File: config.mk
export PLATFORM = sky130hd
export DESIGN_NAME = graph_adjacency_walk_engine
export DESIGN_NICKNAME = d
export VERILOG_FILES = /design/src/rtl/gawe_pkg.sv /design/src/rtl/gawe_ram.sv /design/src/rtl/gawe_seq.sv /design/src/rtl/graph_adjacency_walk_engine.sv
export SDC_FILE = /design/constraint.sdc
export NUM_CORES = 2
export LEC_CHECK = 0
export ABC_AREA = 1
export BUFFER_PORTS_ARGS = -buffer_cell sky130_fd_sc_hd__buf_2
export CORE_MARGIN = 3
export CORE_UTILIZATION = 45
export CTS_CLUSTER_DIAMETER = 60
export DETAILED_ROUTE_END_ITERATION = 8
export SLEW_MARGIN = 20
export SYNTH_ARGS = -nofsm -noshare
export SYNTH_HDL_FRONTEND = slang
export SYNTH_SLANG_ARGS = --single-unit
File: constraint.sdc
create_clock -name clk -period 30.3 [get_ports clk]
set_input_delay 3.03 -clock clk [delete_from_list [all_inputs] [get_ports clk]]
set_output_delay 3.03 -clock clk [all_outputs]
set_load 0.005 [all_outputs]
File: src/rtl/gawe_pkg.sv
// ----------------------------------------------------------------------------
// gawe_pkg
// Shared types and codes for the graph adjacency walk engine.
// ----------------------------------------------------------------------------
package gawe_pkg;

    // Fixed field widths of the item and result ports
    localparam int VID_W   = 5;
    localparam int OP_W    = 3;
    localparam int STAT_W  = 2;
    localparam int VCOUNT_W = 6;

    typedef logic [VID_W-1:0]  vid_t;
    typedef logic [OP_W-1:0]   op_t;
    typedef logic [STAT_W-1:0] stat_t;

    // Operation codes; the two unused codes fall to the default arm
    localparam op_t OP_ADD_VERTEX = 3'd0;
    localparam op_t OP_REM_VERTEX = 3'd1;
    localparam op_t OP_ADD_EDGE   = 3'd2;
    localparam op_t OP_REM_EDGE   = 3'd3;
    localparam op_t OP_BFS        = 3'd4;
    localparam op_t OP_DFS        = 3'd5;
    localparam op_t OP_SPARE_6    = 3'd6;
    localparam op_t OP_SPARE_7    = 3'd7;

    // Result status codes
    localparam stat_t ST_OK   = 2'd0;
    localparam stat_t ST_BAD  = 2'd1;
    localparam stat_t ST_FULL = 2'd2;

    // Sequencer states
    typedef enum logic [3:0] {
        S_IDLE,
        S_EXEC,
        S_EDGE2,
        S_FILT,
        S_BPOP,
        S_BCUR,
        S_BSCAN,
        S_DTOP,
        S_DPOP,
        S_DNB
    } state_t;

endpackage

File: src/rtl/gawe_ram.sv
// ----------------------------------------------------------------------------
// gawe_ram
// Simple dual-port synchronous RAM: one write port, one registered read port.
// ----------------------------------------------------------------------------
module gawe_ram #(
    parameter int DEPTH = 256,
    parameter int WIDTH = 5
) (
    input  logic                     clk,
    input  logic                     we,
    input  logic [$clog2(DEPTH)-1:0] waddr,
    input  logic [WIDTH-1:0]         wdata,
    input  logic [$clog2(DEPTH)-1:0] raddr,
    output logic [WIDTH-1:0]         rdata
);

    logic [WIDTH-1:0] mem [DEPTH];

    // Write port
    always_ff @(posedge clk)
    begin
        if (we)
        begin
            mem[waddr] <= wdata;
        end
    end

    // Read port, registered output
    always_ff @(posedge clk)
    begin
        rdata <= mem[raddr];
    end

endmodule

File: src/rtl/gawe_seq.sv
// ----------------------------------------------------------------------------
// gawe_seq
// Operation sequencer: vertex flags, list lengths, walk control and results.
// Neighbor lists and the walk queue/stack live in external RAMs.
// ----------------------------------------------------------------------------
module gawe_seq #(
    parameter int MAX_VERTICES = 32,
    parameter int MAX_DEGREE   = 8,
    parameter int ST_AW        = 8,
    parameter int SC_AW        = 5,
    parameter int SC_DW        = 9
) (
    input  logic                    clk,
    input  logic                    rst_n,
    input  logic                    start,
    input  gawe_pkg::op_t           opcode,
    input  gawe_pkg::vid_t          vertex_a,
    input  gawe_pkg::vid_t          vertex_b,
    output logic                    busy,
    output logic                    result_valid,
    output gawe_pkg::vid_t          visit_vertex,
    output logic                    is_last,
    output gawe_pkg::stat_t         status,
    output logic [gawe_pkg::VCOUNT_W-1:0] vertex_count,
    // neighbor store RAM
    output logic                    st_we,
    output logic [ST_AW-1:0]        st_waddr,
    output gawe_pkg::vid_t          st_wdata,
    output logic [ST_AW-1:0]        st_raddr,
    input  gawe_pkg::vid_t          st_rdata,
    // walk queue / stack RAM
    output logic                    sc_we,
    output logic [SC_AW-1:0]        sc_waddr,
    output logic [SC_DW-1:0]        sc_wdata,
    output logic [SC_AW-1:0]        sc_raddr,
    input  logic [SC_DW-1:0]        sc_rdata
);

    import gawe_pkg::*;

    localparam int VIW = $clog2(MAX_VERTICES);
    localparam int CW  = $clog2(MAX_DEGREE + 1);
    localparam int SW  = $clog2(MAX_VERTICES + 1);

    // Flat neighbor-store address of entry j of list v
    function automatic logic [ST_AW-1:0] st_addr(input logic [VIW-1:0] v,
                                                 input logic [CW-1:0] j);
        logic [ST_AW-1:0] base;
        base = ST_AW'(ST_AW'(v) * ST_AW'(MAX_DEGREE));
        return ST_AW'(base + ST_AW'(j));
    endfunction

    state_t state_reg, state_next;

    op_t              op_reg, op_next;
    vid_t             a_reg, a_next;
    vid_t             b_reg, b_next;
    vid_t             key_reg, key_next;
    logic [VIW-1:0]   fv_reg, fv_next;
    logic             all_reg, all_next;
    logic             second_reg, second_next;
    logic [CW-1:0]    rj_reg, rj_next;
    logic [CW-1:0]    wj_reg, wj_next;
    logic             drop_reg, drop_next;
    logic             pr_reg, pr_next;
    vid_t             cur_reg, cur_next;
    logic [CW-1:0]    pos_reg, pos_next;
    logic [SW-1:0]    head_reg, head_next;
    logic [SW-1:0]    tail_reg, tail_next;
    logic [SW-1:0]    sp_reg, sp_next;
    vid_t             pend_reg, pend_next;
    logic             hasp_reg, hasp_next;
    logic [MAX_VERTICES-1:0] pres_reg, pres_next;
    logic [MAX_VERTICES-1:0] vis_reg, vis_next;
    logic [CW-1:0]    cnt_reg [MAX_VERTICES];
    logic [CW-1:0]    cnt_next [MAX_VERTICES];
    logic [SW-1:0]    total_reg, total_next;

    logic             rv_reg, rv_next;
    vid_t             vv_reg, vv_next;
    logic             last_reg, last_next;
    stat_t            stat_reg, stat_next;
    logic [VCOUNT_W-1:0] vc_reg, vc_next;

    // Shared decode of the current item and list state
    logic           a_in, b_in, pa, pb, bad_ends;
    logic [VIW-1:0] ia, ib, icur, iw;
    logic [CW-1:0]  cnt_a, cnt_b, n_f, n_c;
    logic           filt_issue, filt_done, scan_issue, scan_done;
    logic           w_new, b_take, d_take;

    assign a_in  = int'(a_reg) < MAX_VERTICES;
    assign b_in  = int'(b_reg) < MAX_VERTICES;
    assign ia    = VIW'(a_reg);
    assign ib    = VIW'(b_reg);
    assign icur  = VIW'(cur_reg);
    assign iw    = VIW'(st_rdata);
    assign pa    = a_in && pres_reg[ia];
    assign pb    = b_in && pres_reg[ib];
    assign bad_ends = !pa || !pb || (a_reg == b_reg);
    assign cnt_a = cnt_reg[ia];
    assign cnt_b = cnt_reg[ib];
    assign n_f   = cnt_reg[fv_reg];
    assign n_c   = cnt_reg[icur];

    assign filt_issue = rj_reg < n_f;
    assign filt_done  = !pr_reg && !filt_issue;
    assign scan_issue = rj_reg < n_c;
    assign scan_done  = !pr_reg && !scan_issue;

    assign w_new  = (int'(st_rdata) < MAX_VERTICES) && !vis_reg[iw];
    assign b_take = w_new && (int'(tail_reg) < MAX_VERTICES);
    assign d_take = w_new && (int'(sp_reg) < MAX_VERTICES);

    assign busy = (state_reg != S_IDLE);

    // Next state
    always_comb
    begin
        state_next = state_reg;
        case (state_reg)
            S_IDLE:
            begin
                if (start)
                begin
                    state_next = S_EXEC;
                end
            end
            S_EXEC:
            begin
                state_next = S_IDLE;
                case (op_reg)
                    OP_REM_VERTEX: if (pa) state_next = S_FILT;
                    OP_ADD_EDGE:
                    begin
                        if (!bad_ends && int'(cnt_a) < MAX_DEGREE
                            && int'(cnt_b) < MAX_DEGREE)
                        begin
                            state_next = S_EDGE2;
                        end
                    end
                    OP_REM_EDGE:   if (!bad_ends) state_next = S_FILT;
                    OP_BFS:        if (pa) state_next = S_BPOP;
                    OP_DFS:        if (pa) state_next = S_DTOP;
                    default:       state_next = S_IDLE;
                endcase
            end
            S_EDGE2: state_next = S_IDLE;
            S_FILT:
            begin
                if (filt_done)
                begin
                    if (all_reg ? (int'(fv_reg) == MAX_VERTICES - 1) : second_reg)
                    begin
                        state_next = S_IDLE;
                    end
                end
            end
            S_BPOP:  state_next = (head_reg == tail_reg) ? S_IDLE : S_BCUR;
            S_BCUR:  state_next = S_BSCAN;
            S_BSCAN: if (scan_done) state_next = S_BPOP;
            S_DTOP:
            begin
                if (pos_reg >= n_c)
                begin
                    state_next = (sp_reg == SW'(1)) ? S_IDLE : S_DPOP;
                end
                else
                begin
                    state_next = S_DNB;
                end
            end
            S_DPOP:  state_next = S_DTOP;
            S_DNB:   state_next = S_DTOP;
            default: state_next = S_IDLE;
        endcase
    end

    // Datapath, RAM ports and results
    always_comb
    begin
        logic  em;
        vid_t  em_vis;
        logic  em_last;
        stat_t em_st;
        logic  vis_do;
        vid_t  vis_id;

        em = 1'b0; em_vis = '0; em_last = 1'b1; em_st = ST_OK;
        vis_do = 1'b0; vis_id = '0;

        op_next = op_reg; a_next = a_reg; b_next = b_reg; key_next = key_reg;
        fv_next = fv_reg; all_next = all_reg; second_next = second_reg;
        rj_next = rj_reg; wj_next = wj_reg; drop_next = drop_reg; pr_next = pr_reg;
        cur_next = cur_reg; pos_next = pos_reg;
        head_next = head_reg; tail_next = tail_reg; sp_next = sp_reg;
        pend_next = pend_reg; hasp_next = hasp_reg;
        pres_next = pres_reg; vis_next = vis_reg; total_next = total_reg;
        cnt_next = cnt_reg;

        st_we = 1'b0; st_waddr = '0; st_wdata = '0; st_raddr = '0;
        sc_we = 1'b0; sc_waddr = '0; sc_wdata = '0; sc_raddr = '0;

        case (state_reg)
            S_IDLE:
            begin
                if (start)
                begin
                    op_next = opcode;
                    a_next  = vertex_a;
                    b_next  = vertex_b;
                end
            end
            S_EXEC:
            begin
                rj_next = '0; wj_next = '0; drop_next = 1'b0; pr_next = 1'b0;
                case (op_reg)
                    OP_ADD_VERTEX:
                    begin
                        em = 1'b1;
                        if (!a_in)
                        begin
                            em_st = ST_BAD;
                        end
                        else if (!pres_reg[ia])
                        begin
                            pres_next[ia] = 1'b1;
                            cnt_next[ia]  = '0;
                            total_next    = SW'(total_reg + 1'b1);
                        end
                    end
                    OP_REM_VERTEX:
                    begin
                        if (!pa)
                        begin
                            em = 1'b1;
                        end
                        fv_next = '0; key_next = a_reg;
                        all_next = 1'b1; second_next = 1'b0;
                    end
                    OP_ADD_EDGE:
                    begin
                        if (bad_ends)
                        begin
                            em = 1'b1; em_st = ST_BAD;
                        end
                        else if (int'(cnt_a) >= MAX_DEGREE || int'(cnt_b) >= MAX_DEGREE)
                        begin
                            em = 1'b1; em_st = ST_FULL;
                        end
                        else
                        begin
                            st_we = 1'b1;
                            st_waddr = st_addr(ia, cnt_a);
                            st_wdata = b_reg;
                            cnt_next[ia] = CW'(cnt_a + 1'b1);
                        end
                    end
                    OP_REM_EDGE:
                    begin
                        if (bad_ends)
                        begin
                            em = 1'b1; em_st = ST_BAD;
                        end
                        fv_next = ia; key_next = b_reg;
                        all_next = 1'b0; second_next = 1'b0;
                    end
                    OP_BFS:
                    begin
                        if (!pa)
                        begin
                            em = 1'b1; em_st = ST_BAD;
                        end
                        else
                        begin
                            vis_next = '0;
                            vis_next[ia] = 1'b1;
                            sc_we = 1'b1;
                            sc_waddr = '0;
                            sc_wdata = {a_reg, CW'(0)};
                            head_next = '0;
                            tail_next = SW'(1);
                            hasp_next = 1'b0;
                        end
                    end
                    OP_DFS:
                    begin
                        if (!pa)
                        begin
                            em = 1'b1; em_st = ST_BAD;
                        end
                        else
                        begin
                            vis_next = '0;
                            vis_next[ia] = 1'b1;
                            pend_next = a_reg;
                            hasp_next = 1'b1;
                            cur_next = a_reg;
                            pos_next = '0;
                            sp_next = SW'(1);
                        end
                    end
                    default:
                    begin
                        em = 1'b1;
                    end
                endcase
            end
            // second half of an edge insert
            S_EDGE2:
            begin
                st_we = 1'b1;
                st_waddr = st_addr(ib, cnt_b);
                st_wdata = a_reg;
                cnt_next[ib] = CW'(cnt_b + 1'b1);
                em = 1'b1;
            end
            // compact one list, dropping the key (first match or all matches)
            S_FILT:
            begin
                if (filt_issue)
                begin
                    st_raddr = st_addr(fv_reg, rj_reg);
                    rj_next = CW'(rj_reg + 1'b1);
                end
                pr_next = filt_issue;
                if (pr_reg)
                begin
                    if (st_rdata == key_reg && (all_reg || !drop_reg))
                    begin
                        drop_next = 1'b1;
                    end
                    else
                    begin
                        st_we = 1'b1;
                        st_waddr = st_addr(fv_reg, wj_reg);
                        st_wdata = st_rdata;
                        wj_next = CW'(wj_reg + 1'b1);
                    end
                end
                if (filt_done)
                begin
                    cnt_next[fv_reg] = wj_reg;
                    rj_next = '0; wj_next = '0; drop_next = 1'b0; pr_next = 1'b0;
                    if (all_reg)
                    begin
                        if (int'(fv_reg) == MAX_VERTICES - 1)
                        begin
                            cnt_next[ia]  = '0;
                            pres_next[ia] = 1'b0;
                            total_next    = SW'(total_reg - 1'b1);
                            em = 1'b1;
                        end
                        else
                        begin
                            fv_next = VIW'(fv_reg + 1'b1);
                        end
                    end
                    else if (!second_reg)
                    begin
                        fv_next = ib; key_next = a_reg; second_next = 1'b1;
                    end
                    else
                    begin
                        em = 1'b1;
                    end
                end
            end
            // breadth walk: dequeue
            S_BPOP:
            begin
                if (head_reg == tail_reg)
                begin
                    em = 1'b1; em_vis = pend_reg;
                end
                else
                begin
                    sc_raddr = SC_AW'(head_reg);
                    head_next = SW'(head_reg + 1'b1);
                end
            end
            S_BCUR:
            begin
                cur_next = sc_rdata[SC_DW-1:CW];
                vis_do = 1'b1;
                vis_id = sc_rdata[SC_DW-1:CW];
                rj_next = '0;
                pr_next = 1'b0;
            end
            // breadth walk: queue unmarked neighbors
            S_BSCAN:
            begin
                if (scan_issue)
                begin
                    st_raddr = st_addr(icur, rj_reg);
                    rj_next = CW'(rj_reg + 1'b1);
                end
                pr_next = scan_issue;
                if (pr_reg && b_take)
                begin
                    vis_next[iw] = 1'b1;
                    sc_we = 1'b1;
                    sc_waddr = SC_AW'(tail_reg);
                    sc_wdata = {st_rdata, CW'(0)};
                    tail_next = SW'(tail_reg + 1'b1);
                end
            end
            // depth walk: advance or backtrack
            S_DTOP:
            begin
                if (pos_reg >= n_c)
                begin
                    if (sp_reg == SW'(1))
                    begin
                        em = 1'b1; em_vis = pend_reg;
                    end
                    else
                    begin
                        sc_raddr = SC_AW'(sp_reg - SW'(2));
                        sp_next = SW'(sp_reg - 1'b1);
                    end
                end
                else
                begin
                    st_raddr = st_addr(icur, pos_reg);
                    pos_next = CW'(pos_reg + 1'b1);
                end
            end
            S_DPOP:
            begin
                cur_next = sc_rdata[SC_DW-1:CW];
                pos_next = sc_rdata[CW-1:0];
            end
            S_DNB:
            begin
                if (d_take)
                begin
                    vis_next[iw] = 1'b1;
                    vis_do = 1'b1;
                    vis_id = st_rdata;
                    sc_we = 1'b1;
                    sc_waddr = SC_AW'(sp_reg - 1'b1);
                    sc_wdata = {cur_reg, pos_reg};
                    cur_next = st_rdata;
                    pos_next = '0;
                    sp_next = SW'(sp_reg + 1'b1);
                end
            end
            default:
            begin
            end
        endcase

        // A visit releases the previous one, now known not to be last
        if (vis_do)
        begin
            if (hasp_reg)
            begin
                em = 1'b1; em_vis = pend_reg; em_last = 1'b0;
            end
            pend_next = vis_id;
            hasp_next = 1'b1;
        end

        rv_next   = em;
        vv_next   = em ? em_vis : vv_reg;
        last_next = em ? em_last : last_reg;
        stat_next = em ? em_st : stat_reg;
        vc_next   = em ? VCOUNT_W'(total_next) : vc_reg;
    end

    // Control registers
    always_ff @(posedge clk or negedge rst_n)
    begin
        if (!rst_n)
        begin
            state_reg <= S_IDLE;
            pres_reg  <= '0;
            total_reg <= '0;
            rv_reg    <= 1'b0;
            for (int i = 0; i < MAX_VERTICES; i++)
            begin
                cnt_reg[i] <= '0;
            end
        end
        else
        begin
            state_reg <= state_next;
            pres_reg  <= pres_next;
            total_reg <= total_next;
            rv_reg    <= rv_next;
            cnt_reg   <= cnt_next;
        end
    end

    // Payload and scratch registers
    always_ff @(posedge clk)
    begin
        op_reg <= op_next; a_reg <= a_next; b_reg <= b_next; key_reg <= key_next;
        fv_reg <= fv_next; all_reg <= all_next; second_reg <= second_next;
        rj_reg <= rj_next; wj_reg <= wj_next; drop_reg <= drop_next; pr_reg <= pr_next;
        cur_reg <= cur_next; pos_reg <= pos_next;
        head_reg <= head_next; tail_reg <= tail_next; sp_reg <= sp_next;
        pend_reg <= pend_next; hasp_reg <= hasp_next; vis_reg <= vis_next;
        vv_reg <= vv_next; last_reg <= last_next; stat_reg <= stat_next;
        vc_reg <= vc_next;
    end

    assign result_valid = rv_reg;
    assign visit_vertex = vv_reg;
    assign is_last      = last_reg;
    assign status       = stat_reg;
    assign vertex_count = vc_reg;

endmodule

File: src/rtl/graph_adjacency_walk_engine.sv
// Add edge writes both lists; remove edge compacts both lists; remove vertex compacts every
// list in turn. One item in flight; the next is taken as busy drops; results never stall.
// Reset clears vertex flags, list lengths and control; RAM contents are kept.
// ----------------------------------------------------------------------------
// graph_adjacency_walk_engine
// Undirected graph store with breadth and depth walks over adjacency lists.
// ----------------------------------------------------------------------------
module graph_adjacency_walk_engine #(
    parameter int MAX_VERTICES = 32,
    parameter int MAX_DEGREE   = 8
) (
    input  logic                          clk,
    input  logic                          rst_n,
    input  logic                          start,
    output logic                          busy,
    input  gawe_pkg::op_t                 opcode,
    input  gawe_pkg::vid_t                vertex_a,
    input  gawe_pkg::vid_t                vertex_b,
    output logic                          result_valid,
    output gawe_pkg::vid_t                visit_vertex,
    output logic                          is_last,
    output gawe_pkg::stat_t               status,
    output logic [gawe_pkg::VCOUNT_W-1:0] vertex_count
);

    import gawe_pkg::*;

    localparam int ST_DEPTH = MAX_VERTICES * MAX_DEGREE;
    localparam int ST_AW    = $clog2(ST_DEPTH);
    localparam int SC_AW    = $clog2(MAX_VERTICES);
    localparam int SC_DW    = VID_W + $clog2(MAX_DEGREE + 1);

    logic             st_we;
    logic [ST_AW-1:0] st_waddr, st_raddr;
    vid_t             st_wdata, st_rdata;
    logic             sc_we;
    logic [SC_AW-1:0] sc_waddr, sc_raddr;
    logic [SC_DW-1:0] sc_wdata, sc_rdata;

    // Sequencer
    gawe_seq #(
        .MAX_VERTICES (MAX_VERTICES),
        .MAX_DEGREE   (MAX_DEGREE),
        .ST_AW        (ST_AW),
        .SC_AW        (SC_AW),
        .SC_DW        (SC_DW)
    ) u_seq (
        .clk          (clk),
        .rst_n        (rst_n),
        .start        (start),
        .opcode       (opcode),
        .vertex_a     (vertex_a),
        .vertex_b     (vertex_b),
        .busy         (busy),
        .result_valid (result_valid),
        .visit_vertex (visit_vertex),
        .is_last      (is_last),
        .status       (status),
        .vertex_count (vertex_count),
        .st_we        (st_we),
        .st_waddr     (st_waddr),
        .st_wdata     (st_wdata),
        .st_raddr     (st_raddr),
        .st_rdata     (st_rdata),
        .sc_we        (sc_we),
        .sc_waddr     (sc_waddr),
        .sc_wdata     (sc_wdata),
        .sc_raddr     (sc_raddr),
        .sc_rdata     (sc_rdata)
    );

    // Neighbor lists, MAX_DEGREE slots per vertex
    gawe_ram #(
        .DEPTH (ST_DEPTH),
        .WIDTH (VID_W)
    ) u_store (
        .clk   (clk),
        .we    (st_we),
        .waddr (st_waddr),
        .wdata (st_wdata),
        .raddr (st_raddr),
        .rdata (st_rdata)
    );

    // BFS queue / DFS stack of {vertex, position}
    gawe_ram #(
        .DEPTH (MAX_VERTICES),
        .WIDTH (SC_DW)
    ) u_scratch (
        .clk   (clk),
        .we    (sc_we),
        .waddr (sc_waddr),
        .wdata (sc_wdata),
        .raddr (sc_raddr),
        .rdata (sc_rdata)
    );

endmodule

==> run_results.csv <==
group,metric,value,unit
outcome,outcome,"finished, final reports clean",
worst_setup_path,crit_fanout,243,
clocking,htree_levels,4,
floorplanning,fp.dieW,464.4,um
sta,skew,0.05335,ns
finish,syn_to_final_growth,9.802,%
worst_setup_path,r2r_setup_slack,21.87,ns
worst_setup_path,critPathKind,"flop to flop",
synth,ys_ff_latch,1867,
clocking,insertion_delay,0.89,ns
synth,synth_top_family_by_area,"simple AND/OR/NAND/NOR gates",
power_and_ir_drop,power.switching,0.002709,W
synth,synthesis.area,94550,um2
power_and_ir_drop,internal_power,0.004885,W
floorplanning,dieArea,215600,um2
power_and_ir_drop,p_comb_share,24.8,%
worst_setup_path,cp_slowest_stage_delay,0.86,ns
finish,post_route_cells_drive_above_1_share,6.282,%
floorplanning,coreArea,207900,um2
worst_setup_path,reg2regPathDepth,31,
floorplanning,fp.dieH,464.4,um
run,drv_cap,0,
clocking,numCtsBuffers,207,
synth,synth.most_common_cell,"nand2_1",
synth,synth_edf_count,1681,
detailed_routing,wl_per_cell,25.11,um
global_route,antenna_found_initial,12,
synth,synthSimpleGateAreaFrac,20.32,%
min_path,hold_path.class,"flop to flop",
synth,yosys_warnings,0,
clocking,cts_hold_buffers,0,
synth,synth_fa_ha_area_share,0.5955,%
synth,synth_compound_area_share,11.41,%
synth,synthCells,10194,
synth,synth_area_leaders,"edfxtp_1 (53%), nand2_1 (7.4%), nand3_1 (6.8%)",
synth,synth_cell_type_count,62,
sta,fin_setup_tns,0,ns
clocking,ctsResizeCount,0,
power_and_ir_drop,seq_power_share,41.8,%
clocking,clock-root-buffer,"clkbuf_16",
power_and_ir_drop,clock_power_share,33.3,%
global_route,grt_max_degree,244,
worst_setup_path,r2r_end,"u_store.rdata[2]$_DFF_P_",
worst_setup_path,cp.arrival,9.20,ns
worst_setup_path,critPathSlowestCell,"buf_4",
clocking,cts.sinks,1867,
power_and_ir_drop,leakage,40.13,nW
global_route,grt_overflow,0,
worst_setup_path,startpoint_type,"flop",
floorplanning,rows,167,
synth,synth_area_per_cell,9.275,um2
clocking,post-cts-setup-buffer-count,0,
detailed_routing,drc_errors,0,
sta,period_minus_slack,8.431,ns
synth,yosys.area.top_type,"edfxtp_1",
worst_setup_path,required,31.07,ns
detailed_routing,firstDrtPassIters,8,
sta,hold_viol,0,
power_and_ir_drop,ir_drop,64.12,uV
sta,fmax,0.1186,GHz
sta,tightest_slew,1.310,ns
detailed_routing,drtIter0Drc,10081,
worst_setup_path,path_common_cell,"nand3_1",
worst_setup_path,end_kind,"flop",
sta,setup_viol,0,
placement,gp_congestion,1.040,
global_route,first_global_vias,72967,
global_route,track_usage,29.25,%
finish,largest_reg_flops,1280,
synth,synth_commonest_cells,"nand2_1 (1869), edfxtp_1 (1681), inv_1 (1466)",
power_and_ir_drop,pwr_density_cell,73.16,nW/um2
synth,synth_ff_type,"edfxtp_1",
placement,dp_slack,22.07,ns
sta,relSlewSlack,11.97,%
worst_setup_path,cp-startpoint,"u_seq.cur_reg[1]$_DFFE_PP_",
floorplanning,start_util,45.48,%
worst_setup_path,endpoint,"u_store.rdata[2]$_DFF_P_",
power_and_ir_drop,p_total,0.007595,W
clocking,clk_pin_slew,0.06,ns
global_route,grt_pass1_wl,481.0,mm
power_and_ir_drop,swShare,35.67,%
finish,nNetsFinal,9974,
synth,synthArstFlopShare,9.159,%
detailed_routing,antenna_left,0,
synth,synth-xor-area-share,0.3057,%
clocking,cts_buffer_depth,3,
placement,hpwl,197.5,mm
synth,synth-seq-area-share,58.23,%
sta,post-route-period-util,27.83,%
detailed_routing,drt_wl_total,323.6,mm
sta,maxSlewViolCount,0,
clocking,cts_tree,"yes",
floorplanning,io_pins,32,
synth,synth_top_area_share,53.39,%
synth,synth_mux_area_share,0.02382,%
sta,rsz0062_at_grt,"false",
detailed_routing,num_vias,78016,
detailed_routing,via_per_inst,6.053,
placement,numPortBuffers,31,
sta,setup_slack,21.87,ns
finish,n_fill_cell,19081,
worst_setup_path,r2r_start,"u_seq.cur_reg[1]$_DFFE_PP_",
synth,synth_nets,10255,
==> worst min-delay path by stage <==
| stage | depth (start not counted) | to | startpoint |
|---|---|---|---|
| after floorplan | 2 | flop | flop |
| after CTS | 2 | flop | flop |
| after global placement | 2 | flop | flop |
| after detailed placement | 2 | flop | flop |
| after global routing | 2 | flop | flop |
| final | 2 | flop | flop |
==> routing by layer <==
metal	up-vias	part of all wire [%]	global-route usage, %
met2	4370	43	42.99
met1	37845	42	41.91
met5	-	0.013	0.1337
met3	790	11	6.551
met4	6	4.2	11.79
li1	35005	-	-
==> cell type report <==
type / instances / area [um2] / area share (%)
Antenna cell: 7 / 17.52 / 0.01687
Inverter: 1508 / 5673 / 5.465
Clock buffer: 255 / 5380 / 5.183
Tap cell: 2788 / 3488 / 3.360
Clock inverter: 134 / 1474 / 1.420
Sequential cell: 1867 / 55060 / 53.04
Timing Repair Buffer: 182 / 1405 / 1.353
Multi-Input combinational cell: 6147 / 31320 / 30.17
==> layout by cell type (no fill, tap or decap), types with 46 or more instances in the layout <==
cell type,Yosys,final
clkinv_1,10,47
nor2_1,591,580
o21ai_0,632,632
clkbuf_1,364,46
dfrtp_1,171,171
o211ai_1,337,337
a21oi_1,241,240
edfxtp_1,1681,1681
nand3_1,1288,1286
inv_1,1466,1462
clkbuf_16,0,207
nand4_1,477,477
buf_4,36,143
nand2_1,1869,1851
o22ai_1,303,301
==> power by group through the flow <==
stage | combinational (W) | sequential (W) | clock, W
3_3_place_gp | 0.00180 | 0.00322 | 0
4_1_cts | 0.00181 | 0.00317 | 0.00257
5_1_grt | 0.00201 | 0.00318 | 0.00268
2_1_floorplan | 0.00112 | 0.00316 | 0
6_report | 0.00189 | 0.00318 | 0.00253
3_5_place_dp | 0.00181 | 0.00322 | 0
==> logic make-up after synthesis <==
kind of cell | after synthesis
xor+xnor | 33
mux | 2
compound gates | 1760
flops | 1867
buf+inv | 2180
fa+ha+maj | 45
simple gates | 4307
==> worst max-delay path: cells and delay by family (launching register included) <==
kind	cells	cell delay (ns)
compound gates	6	0.74
fa+ha+maj	1	0.31
simple gates	16	2.71
buf+inv	8	4.02
flops	1	0.33
==> stage by stage <==
stage | hold slack (ns) | area, um2 | instances | utilization [%]
2_1_floorplan | 0.4530 | 94550 | 10194 | -
3_3_place_gp | 0.4691 | 96910 | 12491 | 46.61
3_5_place_dp | 0.4742 | 96910 | 12491 | 46.61
4_1_cts | 0.4885 | 103800 | 12880 | 49.91
5_1_grt | 0.4989 | 103800 | 12883 | 49.93
6_report | 0.4924 | 103800 | 12888 | 49.93
Power figures use the tool's default switching activity.
